## src/kmpp_pkg.sv

```systemverilog
// shared types and constants for the k-means++ seeding core
package kmpp_pkg;
  localparam int MAX_POINTS   = 64;
  localparam int MAX_CLUSTERS = 8;

  localparam logic [1:0] FUNC_CLEAR  = 2'd0;
  localparam logic [1:0] FUNC_LOAD   = 2'd1;
  localparam logic [1:0] FUNC_SEED   = 2'd2;
  localparam logic [1:0] FUNC_ASSIGN = 2'd3;

  localparam logic [2:0] ST_OK       = 3'd0;
  localparam logic [2:0] ST_FULL     = 3'd1;
  localparam logic [2:0] ST_NO_PTS   = 3'd2;
  localparam logic [2:0] ST_ALL_DONE = 3'd3;
  localparam logic [2:0] ST_NO_CENT  = 3'd4;
  localparam logic [2:0] ST_BAD_IDX  = 3'd5;

  typedef logic signed [15:0] coord_t;
  typedef logic [32:0] dist_t;
endpackage

```

## src/kmpp_dist.sv

```systemverilog
// registered squared distance unit shared by all passes
module kmpp_dist
  import kmpp_pkg::*;
(
  input  logic   clk,
  input  coord_t ax,
  input  coord_t ay,
  input  coord_t bx,
  input  coord_t by,
  output dist_t  sqd
);
  logic signed [16:0] dx_r, dy_r;
  logic [33:0] sx_r, sy_r;

  always_ff @(posedge clk) begin
    dx_r <= 17'(ax) - 17'(bx);
    dy_r <= 17'(ay) - 17'(by);
    sx_r <= 34'(dx_r * dx_r);
    sy_r <= 34'(dy_r * dy_r);
  end

  assign sqd = 33'(sx_r + sy_r);
endmodule

```

## config.mk

```make
export PLATFORM = sky130hd
export DESIGN_NAME = kmpp_dist
export DESIGN_NICKNAME = d
export VERILOG_FILES = /design/src/kmpp_pkg.sv /design/src/kmpp_dist.sv
export SDC_FILE = /design/constraint.sdc
export NUM_CORES = 1
export LEC_CHECK = 0
export BUFFER_PORTS_ARGS = -buffer_cell sky130_fd_sc_hd__buf_2
export CORE_MARGIN = 8
export CORE_UTILIZATION = 44
export CTS_CLUSTER_DIAMETER = 50
export DETAILED_ROUTE_END_ITERATION = 8
export GPL_ROUTABILITY_DRIVEN = 0
export PLACE_DENSITY = 0.72
export SKIP_LAST_GASP = 1
export SYNTH_ARGS = -nofsm -noshare
export SYNTH_HDL_FRONTEND = slang
export SYNTH_SLANG_ARGS = --single-unit
```

## constraint.sdc

```tcl
create_clock -name clk -period 5.9 [get_ports clk]
set_input_delay 0.295 -clock clk [delete_from_list [all_inputs] [get_ports clk]]
set_output_delay 0.295 -clock clk [all_outputs]
set_load 0.05 [all_outputs]
```

After elaboration in Yosys (flattened, before gate mapping)
Index checks and enable logic that the tools add are counted.
{"block": "word_totals", "regBits": 100, "latch_bits": 0, "mem_bits_rw": 0, "romBits": 0, "input_bits": 65, "elab_cells": 9, "memories": 0}
{"block": "op_classes", "addsub": 3, "mul": 2, "div": 0, "n_lt_le_gt_ge": 0, "eq_ne": 0, "shift": 0, "mux": 0, "n_bitwise": 0, "reduce_logical": 0}
{"cell": "17-bit by 17-bit multiplier with 33-bit output", "n": 2}
{"cell": "16-bit by 16-bit subtractor with 17-bit output", "n": 2}
{"cell": "33-bit adder", "n": 1}

Depth between registers and ports, before layout
{"block": "logic_depth", "depth_word": 1, "depth_mapped": 25}

Worst setup path after synthesis
No wires, ideal clock.
{"block": "synth_path", "kind": "register to register", "startpoint": "reg dx_r[16]", "endpoint": "reg sx_r[31]", "setup_ps": 95, "arrival_ps": 5985, "required_time_ps": 5805, "path_slack_ps": -180, "path_stages_with_launch": 25, "path_buffers": 3, "period_less_slack_ps": 6080, "cell_sequence": "dfxtp_1 > clkbuf_1 > clkbuf_1 > nand2_1 > inv_1 > fa_1 > inv_1 > fa_1 > inv_1 > fa_1 > fa_1 > fa_1 > inv_1 > fa_1 > inv_1 > ha_1 > clkbuf_1 > a21o_1 > a21o_1 > a21oi_1 > inv_1 > a21oi_1 > o21bai_1 > o21a_1 > o311ai_1"}
{"block": "synth_between", "elab_chain_cells": 1}
{"item": "from (decl)", "line": "kmpp_dist.sv:12", "source": "logic signed [16:0] dx_r, dy_r;"}
{"item": "from (signal assigned)", "line": "kmpp_dist.sv:16", "source": "dx_r <= 17'(ax) - 17'(bx);"}
{"item": "17-bit by 17-bit multiplier with 33-bit output", "line": "kmpp_dist.sv:18", "source": "sx_r <= 34'(dx_r * dx_r);"}
{"item": "to (signal assigned)", "line": "kmpp_dist.sv:18"}
{"item": "to (decl)", "line": "kmpp_dist.sv:13", "source": "logic [33:0] sx_r, sy_r;"}
No other way between the ends.

Worst setup path after layout
{"block": "layout_path", "startpoint": "reg dy_r[7]", "endpoint": "reg sy_r[31]"}
{"block": "layout_between", "elab_chain_cells": 1}
{"item": "from (decl)", "line": "kmpp_dist.sv:12"}
{"item": "from (signal assigned)", "line": "kmpp_dist.sv:17", "source": "dy_r <= 17'(ay) - 17'(by);"}
{"item": "17-bit by 17-bit multiplier with 33-bit output", "line": "kmpp_dist.sv:19", "source": "sy_r <= 34'(dy_r * dy_r);"}
{"item": "to (signal assigned)", "line": "kmpp_dist.sv:19"}
{"item": "to (decl)", "line": "kmpp_dist.sv:13"}
No other way between the ends.

==> results.txt <==
Synth async-reset ratio: 0
register area: 2010 µm²
DP Area: 26300 µm²
Final Cycle Share: 0.963
# setup viols final: 0
Critical Path Start: dy_r[7]$_DFF_P_
Top Usage Layer GRT: met2
category of the most critical setup path: register to register
Clock Pin Slew Worst Setup and Hold Paths: 70 ps
clk_lat worst skew: 390 ps
pre-CTS setup slack: -52.2 ps
Max Fclk: 176 MHz
Reg2Reg Depth: 22
Root Buffer: clkbuf_16
number of synthesized register bits: 98
I/O Buffers: 97
Core Rows: 86
commonest non-fill, non-tap cell in the layout: inv_1
Die Y: 250 µm
grt met2 use: 0.289
DRT antenna net count: 0
Setup WS post-layout: 216 ps
Slowest cell on crit path: fa_1
worst-path fanout max: 9
initial antenna violation count: 1
area of the die: 62700 µm²
sequential area share after synthesis: 0.0811
worst rel slew slack: 0.509
endpoints failing hold: 0
worst hold path class: input pin to register
Critical Path RT: 6210 ps
CTS H-Tree Depth: 3
vias: 17100
Post-layout nets: 3636
M1 GR Usage: 0.204
CP max stage delay: 540 ps
Synth Cell Area: 24200 µm²
TritonCTS clock tree: yes
drt pass-1 iters: 5
Avg Cell Area, Syn: 9.24 µm²
grt met3 use: 0.0192
Synth cell types: 72
crit path cell chain: buf_4, nand2_1, inv_1, fa_1, inv_1, fa_1, fa_1, inv_1, fa_1, fa_1, inv_1, fa_1, inv_1, ha_1, a21o_1, a21o_1, a21o_1, nand2_1, o21ai_2, a221o_1, a21oi_2, xnor2_1
maxcap violations: 0
Worst Setup Start Kind: register
die width: 250 µm
RSZ-0062 raised after global routing: yes
final wirelength: 48.0 mm
Critical R2R Launch: dy_r[7]$_DFF_P_
gr usage total: 0.161
max-slew violation count: 0
CTS Buf Count: 9
number of DRC markers in iteration 0: 598
Post-Syn Instances: 2617
critical path arrival: 5990 ps
CP Capture Type: register
skew final: 14.0 ps
EDFF count, synth: 0
worst-margin pin slew: 724 ps
outcome: finished clean
crit path to: sy_r[31]$_DFF_P_
Area Overhead vs Synth: 11.5%
detail-routed net length per standard cell: 13.6 µm
Residual DRC: 0
grt total ovfl: 0
global-route wire length before repair: 83.8 mm
Syn. warnings: 0
multi-input combinational cell area: 19400 µm²
Period minus WS final: 5680 ps
CP most frequent cell: fa_1
commonest cells after routing, fill and taps aside: inv_1, fa_1, ha_1
syn nets: 3445
share of cells above drive strength 1: 0.123
top_reg_cell synth: dfxtp_1
largest net degree at the start of global routing: 18
Setup TNS: 0 ps
vias in the first global route: 18500
Bufs on Longest Clock Path: 2
clk sink count: 98
Final Instance Area: 27000 µm²
register-to-register setup slack: 220 ps
layout filler cell count: 5039
core area: 54800 µm²
post-detail-place hpwl: 42.8 mm
Initial Utilization: 0.442
io pins: 98
vias per cell: 4.86
RR Endpoint: sy_r[31]$_DFF_P_
[synthesized netlist by cell type, drive strengths merged, types with 7 or more instances]
| cell | number | area (µm²) |
|---|---|---|
| a211oi | 14 | 115 |
| a21o | 27 | 204 |
| a21oi | 75 | 390 |
| a31o | 7 | 61.3 |
| and2 | 119 | 744 |
| and3 | 9 | 56.3 |
| clkbuf | 51 | 191 |
| dfxtp | 98 | 1960 |
| fa | 525 | 10500 |
| ha | 238 | 2980 |
| inv | 744 | 2790 |
| nand2 | 191 | 717 |
| nand2b | 15 | 93.8 |
| nand3 | 25 | 125 |
| nand4 | 9 | 56.3 |
| nor2 | 91 | 344 |
| nor2b | 40 | 250 |
| nor3 | 34 | 170 |
| o21a | 15 | 113 |
| o21ai | 53 | 269 |
| o21bai | 9 | 67.6 |
| o31ai | 8 | 83.8 |
| or2 | 9 | 56.3 |
| or3 | 13 | 82.6 |
| xnor2 | 98 | 858 |
| xor2 | 33 | 289 |
[registers in the layout, summed over array words and instances (netlist names)]
name,count
dy_r,17
sy_r,32
dx_r,17
sx_r,32
[per-stage QoR]
stage | cells | util | hold WS (ps)
final | 3518 | 0.493 | 170
after global placement | 3494 | 0.481 | 581
after floorplan | 2617 | - | 404
after detailed placement | 3494 | 0.481 | 581
after global routing | 3517 | 0.492 | 165
after CTS | 3510 | 0.487 | 157
[worst min-delay path by stage]
stage	from	endpoint	depth (start not counted)
6_report	by[0]	dy_r[0]$_DFF_P_	3
5_1_grt	by[0]	dy_r[0]$_DFF_P_	3
4_1_cts	by[0]	dy_r[0]$_DFF_P_	3
3_5_place_dp	by[0]	dy_r[0]$_DFF_P_	3
3_3_place_gp	by[0]	dy_r[0]$_DFF_P_	3
2_1_floorplan	dx_r[0]$_DFF_P_	sx_r[0]$_DFF_P_	0
[cells by family after synthesis]
| family | share of synthesized area |
|---|---|
| XOR/XNOR | 0.0474 |
| buffers and inverters | 0.123 |
| adder cells (fa/ha/maj) | 0.558 |
| AO/OA/AOI/OAI | 0.0722 |
| AND/OR/NAND/NOR | 0.116 |
| flip-flops | 0.0811 |
| multiplexers | 0.00217 |
[repair_timing]
action                     in CTS  in global routing
buffers inserted                0                  7
resized for setup               2                 88
hold buffers                    0                  0
hold endpoints to repair        0                  0
pin swaps                       0                 23
setup endpoints to repair       6                 23
[cell type report]
cell class,count,share of cell area
repair buffers,231,0.0564
clock inverters,6,0.00264
flip-flops and latches,98,0.0746
well taps,704,0.0327
diodes,1,0.0000928
multi-input cells,1724,0.721
clock buffers,10,0.00886
inverters,744,0.104
[layer usage]
layer	vias up	routed length [µm]
li1	8212	-
met1	8596	20600
met2	224	25000
met3	53	1570
met4	0	870
met5	-	0
[critical path: cells and delay by family, from the launching register on]
kind / cells / cell delay [ps]
DFF: 1 / 340
xor gates and xnor gates: 1 / 130
and+or+nand+nor: 2 / 200
adders and majority gates: 7 / 3290
AOI/OAI and AO/OA: 6 / 1180
buffers and inverters: 6 / 470
Power is not shown: default switching activity piles up to over one toggle a cycle in this logic, so the estimate is an artifact.
